--- src/rtl/core/btps_ram.sv ---
// Generic simple dual-port RAM with one write port and a registered read port.
module btps_ram #(
  parameter int WIDTH = 8,
  parameter int DEPTH = 16
) (
  input  logic                     clk,
  input  logic                     we,
  input  logic [$clog2(DEPTH)-1:0] waddr,
  input  logic [WIDTH-1:0]         wdata,
  input  logic [$clog2(DEPTH)-1:0] raddr,
  output logic [WIDTH-1:0]         rdata
);

  logic [WIDTH-1:0] mem [DEPTH];
  logic [WIDTH-1:0] rdata_r;

  always_ff @(posedge clk) begin
    if (we) begin
      mem[waddr] <= wdata;
    end
    rdata_r <= mem[raddr];
  end

  assign rdata = rdata_r;

endmodule

--- config.mk ---
export PLATFORM = sky130hd
export DESIGN_NAME = btps_ram
export DESIGN_NICKNAME = d
export VERILOG_FILES = /design/src/rtl/core/btps_ram.sv
export SDC_FILE = /design/constraint.sdc
export NUM_CORES = 1
export LEC_CHECK = 0
export ABC_AREA = 1
export BUFFER_PORTS_ARGS = -buffer_cell sky130_fd_sc_hd__buf_2
export CAP_MARGIN = 20
export CORE_MARGIN = 2
export CORE_UTILIZATION = 35
export CTS_CLUSTER_DIAMETER = 150
export DETAILED_ROUTE_END_ITERATION = 12
export HOLD_SLACK_MARGIN = 0.02
export PLACE_DENSITY = 0.53
export SLEW_MARGIN = 20
export SYNTH_ARGS = -nofsm -noshare
export SYNTH_HDL_FRONTEND = slang
export SYNTH_SLANG_ARGS = --single-unit
--- constraint.sdc ---
create_clock -name clk -period 1.4 [get_ports clk]
set_input_delay 0 -clock clk [delete_from_list [all_inputs] [get_ports clk]]
set_output_delay 0 -clock clk [all_outputs]
set_load 0.03 [all_outputs]
==> metrics.csv, run 1 <==
stage,metric,value,unit
timing,worst_hold_slack,0.0232,ns
yosys,postSynthCellCount,551,
routing,postRouteAntennaNets,0,
timing,final-setup-viol-count,0,
yosys,synthSimpleGateAreaFrac,21.0,%
final_layout,fill_cells,1584,
critical_path,setup.worst_path.end_class,register,
pwr,comb_power_share,6.4,%
yosys,synth_compound_area_share,0,%
timing,setup-tns-final,0,ns
timing,fmaxAchievable,0.907,GHz
yosys,post_synthesis_adder_cell_area_fraction,0,%
pwr,power.net_switching,2.14,mW
clocking,clk-insertion-delay-late,0.42,ns
critical_path,r2r_slack,0.30,ns
worst_hold_path,hold_path.startpoint,wdata[4],
timing,worst_slew_margin_rel,57.3,%
run,cap_viol_max_count,0,
clocking,tritoncts_clock_tree,built,
routing,initialDrtViolationCount,314,
placement,dp.final_hpwl,8140,µm
yosys,synth_warnings,0,
yosys,synth.avg_cell_area,10.5,µm²
routing,route.vias.total,3697,
final_layout,finalNetCount,615,
die,die_height,132,µm
pwr,pwr_density_cell,1410,nW/µm²
clocking,htree_levels,4,
routing,detail_route.wirelength,13300,µm
critical_path,timing.critical_path.max_delay_family,simple AND/OR/NAND/NOR gates,
yosys,share_of_the_yosys_chip_area_belonging_to_registers,69.4,%
yosys,synth.ff_latch_count,136,
worst_hold_path,hold_depth,1,
critical_path,critPathCapture,rdata[2],
final_layout,antenna_cells_inserted,0,
clocking,clk_pin_slew,0.06,ns
placement,number_of_i_o_port_buffers,25,
pwr,power.share.sequential,47.4,%
timing,worst_slew_pin_slew,0.640,ns
routing,post-route-drc-count,0,
yosys,yosys.area.top_type_share,66.7,%
timing,rsz0062_at_grt,no,
grt,largest_net_degree_at_the_start_of_global_routing,65,
critical_path,crit_path_max_fanout,1,
timing,finalCriticalPeriod,1.10,ns
worst_hold_path,hp-class,in2reg,
final_layout,areaGrowthSynthToFinish,18.3,%
timing,final-hold-violation-count,0,
critical_path,critical_path.reg2reg.endpoint,rdata[2],
yosys,synth_ff_type,sky130_fd_sc_hd__edfxtp_1,
critical_path,worstSetupStartpointType,register,
pwr,clockPowerShare,46.1,%
status,status,"finished, final reports clean",
critical_path,worstSetupPathType,reg2reg,
routing,avgViaCountPerCell,4.48,
die,io_pins,26,
timing,fin_crit_share,78.7,%
routing,post_drt_wl_per_cell,16.1,µm
yosys,synth-xor-area-share,0,%
yosys,main_combinational_cell_family_by_area_after_synthesis,simple AND/OR/NAND/NOR gates,
critical_path,worstSetupPathDepth,6,
die,initial_standard_cell_utilization_of_the_core,36.0,%
yosys,synth_async_sr_flop_share,0,%
yosys,post-synth-top-count-cell,sky130_fd_sc_hd__nand2_1,
pwr,vdd.ir_drop.worst,0.867,mV
yosys,synth.largest_area_cell,sky130_fd_sc_hd__edfxtp_1,
clocking,cts.root.buffer_cell,sky130_fd_sc_hd__clkbuf_16,
critical_path,timing.critical_path.slowest_stage_cell,sky130_fd_sc_hd__edfxtp_1,
clocking,cts_inserted_buffers,17,
die,fp.coreArea,16000,µm²
clocking,cts_num_sinks,136,
timing,post-route-worst-setup-slack,0.298,ns
critical_path,r2r.worst_path.cells,6,
grt,first_global_vias,3704,
pwr,power.leakage,2.94,nW
pwr,swShare,22.2,%
grt,overflow,0,
critical_path,cp_data_required_time,1.70,ns
grt,antenna_found_initial,0,
yosys,synth_area,5770,µm²
yosys,synth.area.mux_share,0,%
die,floorplan.die_area,17500,µm²
yosys,synthDistinctLibCells,12,
die,site_row_count,46,
final_layout,post_route_cells_drive_above_1_share,13.0,%
die,dieWidth,132,µm
pwr,total_power,9.65,mW
clocking,cts_max_path_buffers,2,
critical_path,longest_individual_stage_delay_on_the_worst_path,0.37,ns
placement,place_ws,0.121,ns
yosys,edff_count_synth,128,
critical_path,crit_path_cell_trace,"inv_1, nand2_1, nand3_1, nand3_1, nand3_1, nand2_1",
critical_path,rr_startpoint,mem[11][2],
timing,report.final.slew_viol_count,0,
critical_path,cp_num_buf_inv,1,
grt,global_route_wire_length_before_repair,21100,µm
placement,finalWeightedCongestion,0.816,
routing,first_pass_iters,5,
pwr,p_int,7.51,mW
yosys,synth.net_count,569,
yosys,netlist_top_cells_area,"sky130_fd_sc_hd__edfxtp_1 67%, sky130_fd_sc_hd__nand2_1 11%, sky130_fd_sc_hd__nand3_1 8.4%, sky130_fd_sc_hd__inv_1 6.5%, sky130_fd_sc_hd__dfxtp_1 2.8%",
timing,final.setup_skew,0.00671,ns
critical_path,critical_path_arrival,1.40,ns
yosys,commonest_cells_in_the_synthesized_netlist,"173 x sky130_fd_sc_hd__nand2_1, 128 x sky130_fd_sc_hd__edfxtp_1, 100 x sky130_fd_sc_hd__inv_1",
critical_path,critPathLaunch,mem[11][2],
critical_path,timing.critical_path.mode_cell,sky130_fd_sc_hd__nand3_1,
clocking,cts-resized-gates,0,
grt,groute.usage.overall,16.1,%
## layout by cell type, fill, tap and decap left out
master                          Yosys  final
sky130_fd_sc_hd__clkinv_1           0      2
sky130_fd_sc_hd__edfxtp_1         128    128
sky130_fd_sc_hd__buf_12             0      3
sky130_fd_sc_hd__buf_2             13     25
sky130_fd_sc_hd__dfxtp_1            8      8
sky130_fd_sc_hd__nand2_1          173    173
sky130_fd_sc_hd__inv_1            100    100
sky130_fd_sc_hd__clkbuf_1           0      1
sky130_fd_sc_hd__buf_4              4     20
sky130_fd_sc_hd__nor2_1            17     17
sky130_fd_sc_hd__bufinv_16          0      3
sky130_fd_sc_hd__nand3b_1           2      2
sky130_fd_sc_hd__clkinvlp_4         0      3
sky130_fd_sc_hd__clkinv_4           0      2
sky130_fd_sc_hd__clkinv_2           0      4
sky130_fd_sc_hd__dlygate4sd3_1      0      3
sky130_fd_sc_hd__inv_2              2      2
sky130_fd_sc_hd__nand3_1           97     97
sky130_fd_sc_hd__clkbuf_16          0     17
## routing by layer
| metal | wire length, µm | track usage [%] |
|---|---|---|
| met3 | 500 | 3.69 |
| met5 | 0 | 0 |
| met2 | 5980 | 24.2 |
| met4 | 226 | 5.62 |
| met1 | 6600 | 23.1 |
## per-stage QoR
| stage | std cells | area (µm²) | util, % |
|---|---|---|---|
| floorplan | 551 | 5770 | - |
| global placement | 791 | 6210 | 38.8 |
| detailed placement | 791 | 6210 | 38.8 |
| CTS | 826 | 6820 | 42.6 |
| global route | 826 | 6820 | 42.6 |
| finish | 826 | 6820 | 42.6 |
## final cells by class
class	count	area (µm²)	share of cell area (%)
sequential	136	4000	58.7
multi-input combinational	289	1210	17.8
clock buffer	18	429	6.29
inverter	102	383	5.61
timing repair buffer	51	365	5.35
tap	216	270	3.96
clock inverter	14	158	2.31
## cells by family after synthesis
group | count (synthesis)
buffers and inverters | 126
DFF | 136
and+or+nand+nor | 289
## power by group through the flow
stage | Clock, mW | Sequential (mW) | Combinational, mW
2_1_floorplan | 0 | 4.71 | 0.321
3_3_place_gp | 0 | 4.66 | 0.619
3_5_place_dp | 0 | 4.66 | 0.622
4_1_cts | 4.50 | 4.58 | 0.632
5_1_grt | 4.69 | 4.59 | 0.696
6_report | 4.45 | 4.58 | 0.621
## worst min path at each step
stage | endpoint
after floorplan | mem[0][0]
after global placement | rdata[4]
after detailed placement | rdata[3]
after CTS | mem[15][7]
after global routing | mem[15][7]
final | mem[11][4]
## flip-flops by register name (all words and copies together), names as in the netlist
| signal | count |
|---|---|
| mem | 128 |
| rdata | 8 |
## worst register-to-register path: stages, from the launching register on
cell and delay [ns]:
sky130_fd_sc_hd__edfxtp_1 0.37, sky130_fd_sc_hd__inv_1 0.06, sky130_fd_sc_hd__nand2_1 0.04, sky130_fd_sc_hd__nand3_1 0.09, sky130_fd_sc_hd__nand3_1 0.12, sky130_fd_sc_hd__nand3_1 0.19, sky130_fd_sc_hd__nand2_1 0.10
## timing repair
action	4_1_cts	5_1_grt
endpoints found under the setup margin	0	0
hold endpoints to repair	38	0
buffers inserted	0	0
hold buffers	3	0
No activity file was read; power rests on OpenSTA's default activity.
==> run 2: changes to the inputs <==
--- a/config.mk
+++ b/config.mk
@@ -5,7 +5,7 @@
 export SDC_FILE = /design/constraint.sdc
 export NUM_CORES = 1
 export LEC_CHECK = 0
-export ABC_AREA = 1
+export ABC_AREA = 0
 export BUFFER_PORTS_ARGS = -buffer_cell sky130_fd_sc_hd__buf_2
 export CAP_MARGIN = 20
 export CORE_MARGIN = 2
@@ -13,7 +13,7 @@
 export CTS_CLUSTER_DIAMETER = 150
 export DETAILED_ROUTE_END_ITERATION = 12
 export HOLD_SLACK_MARGIN = 0.02
-export PLACE_DENSITY = 0.53
+export PLACE_DENSITY = 0.55
 export SLEW_MARGIN = 20
 export SYNTH_ARGS = -nofsm -noshare
 export SYNTH_HDL_FRONTEND = slang
==> constraint.sdc (replaced) <==
create_clock -name clk -period 0.9 [get_ports clk]
set_input_delay 0 -clock clk [delete_from_list [all_inputs] [get_ports clk]]
set_output_delay 0 -clock clk [all_outputs]
set_load 0.03 [all_outputs]
==> metrics.csv, run 2 <==
stage,metric,value,unit
placement,placedCellCount,468,
placement,postPlaceCellArea,6000,µm²
yosys,synth.avg_cell_area,22.5,µm²
final_layout,mostFrequentLayoutCell,sky130_fd_sc_hd__edfxtp_1,
final_layout,post_route_cells_drive_above_1_share,46.9,%
grt,overflow,0,
yosys,synth_area,5150,µm²
clocking,clk_pin_slew,0.06,ns
yosys,post-synth-top-count-cell,sky130_fd_sc_hd__edfxtp_1,
yosys,yosys.area.top_type_share,74.7,%
die,initial_standard_cell_utilization_of_the_core,35.7,%
critical_path,timing.critical_path.slowest_stage_cell,sky130_fd_sc_hd__mux4_2,
critical_path,r2r.worst_path.cells,4,
final_layout,largest_register_ffs,128,
status,status,"complete, but fails checks",
timing,worst_slew_margin_rel,51.0,%
timing,post-route-worst-setup-slack,-0.424,ns
clocking,tritoncts_clock_tree,built,
die,floorplan.die_area,15700,µm²
grt,global_route_wire_length_before_repair,16400,µm
clocking,clk-insertion-delay-late,0.41,ns
critical_path,longest_individual_stage_delay_on_the_worst_path,0.48,ns
final_layout,most-common-layout-cells,"128 x sky130_fd_sc_hd__edfxtp_1, 32 x sky130_fd_sc_hd__mux4_2, 24 x sky130_fd_sc_hd__buf_4",
clocking,cts_max_path_buffers,2,
placement,number_of_i_o_port_buffers,25,
routing,post-route-drc-count,0,
pwr,vdd.ir_drop.worst,1.39,mV
final_layout,antenna_cells_inserted,0,
routing,initialDrtViolationCount,236,
timing,report.final.slew_viol_count,0,
yosys,share_of_the_yosys_chip_area_belonging_to_registers,77.8,%
final_layout,finalCoreUtilization,46.9,%
pwr,pwr_density_cell,2240,nW/µm²
critical_path,setup.worst_path.end_class,register,
yosys,synth.largest_area_cell,sky130_fd_sc_hd__edfxtp_1,
critical_path,cp_data_required_time,1.19,ns
grt,groute.usage.overall,14.5,%
critical_path,worstSetupPathType,reg2reg,
die,die_height,125,µm
worst_hold_path,hold_depth,4,
placement,place_ws,-0.525,ns
yosys,synth_async_sr_flop_share,0,%
critical_path,timing.critical_path.max_delay_family,multiplexers,
die,site_row_count,44,
grt,first_global_vias,2736,
critical_path,crit_path_max_fanout,1,
grt,antenna_found_initial,0,
routing,route.vias.total,2499,
critical_path,crit_path_cell_trace,"mux4_2, a22oi_2, buf_4, nand2_1",
timing,finalCriticalPeriod,1.32,ns
placement,dp.final_hpwl,6950,µm
pwr,power.leakage,2.26,nW
timing,worst_slew_pin_slew,0.733,ns
die,fp.coreArea,14400,µm²
run,cap_viol_max_count,0,
yosys,synth_warnings,0,
routing,detail_route.wirelength,10500,µm
final_layout,max_flop_register,mem,
final_layout,fin_area,6760,µm²
final_layout,register_area,4010,µm²
critical_path,worstSetupPathDepth,4,
yosys,synth.net_count,247,
placement,finalWeightedCongestion,0.747,
clocking,cts_inserted_buffers,17,
routing,post_drt_wl_per_cell,20.7,µm
yosys,postSynthCellCount,229,
final_layout,multi_input_comb_area,1130,µm²
timing,fmaxAchievable,0.755,GHz
clocking,htree_levels,4,
die,io_pins,26,
yosys,synthDistinctLibCells,19,
clocking,cts.root.buffer_cell,sky130_fd_sc_hd__clkbuf_16,
timing,final.setup_skew,0.0106,ns
critical_path,cp_num_buf_inv,1,
clocking,cts_num_sinks,136,
yosys,netlist_top_cells_area,"sky130_fd_sc_hd__edfxtp_1 75%, sky130_fd_sc_hd__mux4_2 7.9%, sky130_fd_sc_hd__mux4_1 7.1%, sky130_fd_sc_hd__dfxtp_1 3.1%, sky130_fd_sc_hd__a22oi_1 2.3%",
timing,final-hold-violation-count,0,
clocking,cts_setup_buffers,0,
final_layout,fill_cells,1197,
critical_path,worstSetupStartpointType,register,
yosys,synth_ff_type,sky130_fd_sc_hd__edfxtp_1,
timing,rsz0062_at_grt,yes,
grt,largest_net_degree_at_the_start_of_global_routing,17,
yosys,synth.ff_latch_count,136,
timing,final-setup-viol-count,8,
final_layout,finalNetCount,329,
routing,avgViaCountPerCell,4.92,
routing,first_pass_iters,4,
final_layout,areaGrowthSynthToFinish,31.4,%
die,dieWidth,125,µm
final_layout,fin_cells,508,
worst_hold_path,hp-class,in2reg,
yosys,edff_count_synth,128,
timing,fin_crit_share,147,%
routing,postRouteAntennaNets,0,
yosys,commonest_cells_in_the_synthesized_netlist,"128 x sky130_fd_sc_hd__edfxtp_1, 18 x sky130_fd_sc_hd__mux4_2, 16 x sky130_fd_sc_hd__a22oi_1",
status,violations,negative setup slack,
critical_path,critical_path_arrival,1.61,ns
## run 2: path summary, 6_finish.rpt
check / start / to / slack [ns]
worst max-delay path: mem[2][3] / rdata[3] / -0.42
worst min-delay path: raddr[2] / rdata[5] / 0.17
worst max register to register: mem[2][3] / rdata[3] / -0.42
worst min register to register: mem[12][6] / rdata[6] / 0.68
## run 2: metrics by stage
step                      setup TNS [ns]  total power [mW]  hold slack [ns]
after floorplan                    -9.86              7.73           0.0989
after global placement            -34.04              8.17            0.392
after detailed placement          -34.13              8.18            0.408
after CTS                          -3.04              15.3            0.180
after global routing               -3.43              15.6            0.198
final                              -2.91              15.2            0.168
## run 2: logic make-up after synthesis
group                  share of synthesized area, %
buffers and inverters                          1.68
and+or+nand+nor                                3.18
DFF                                            77.8
AOI/OAI and AO/OA                              2.33
muxes                                          15.0
## run 2: cell type report
cell class / instances / share of cell area, %
flip-flops and latches: 136 / 59.3
well taps: 184 / 3.40
multi-input cells: 83 / 16.8
clock buffers: 24 / 7.27
repair buffers: 73 / 11.6
clock inverters: 8 / 1.74
## run 2: repair_timing
| item | CTS | global route |
|---|---|---|
| endpoints found under the setup margin | 16 | 13 |
| endpoints found under the hold margin | 128 | 0 |
| hold buffers | 8 | 0 |
| gates resized for setup | 19 | 4 |
## run 2: where the power goes
group | internal (mW) | total (mW) | switching, mW
Clock | 4.63 | 7.04 | 2.41
Sequential | 7.09 | 7.13 | 0.0455
Combinational | 0.473 | 0.996 | 0.524
Total | 12.2 | 15.2 | 2.98
## run 2: routing by layer
layer	share of wire [%]	GRT usage [%]	vias up
li1	-	-	1127
met1	44	18.7	1307
met2	51	23.8	53
met3	4.1	4.15	12
met4	1.2	4.90	0
met5	0	0	-
## run 2: worst reg2reg max path, cell delays in order (launching register included)
cell                       delay (ns)
sky130_fd_sc_hd__edfxtp_1        0.37
sky130_fd_sc_hd__mux4_2          0.48
sky130_fd_sc_hd__a22oi_2         0.17
sky130_fd_sc_hd__buf_4           0.14
sky130_fd_sc_hd__nand2_1         0.05
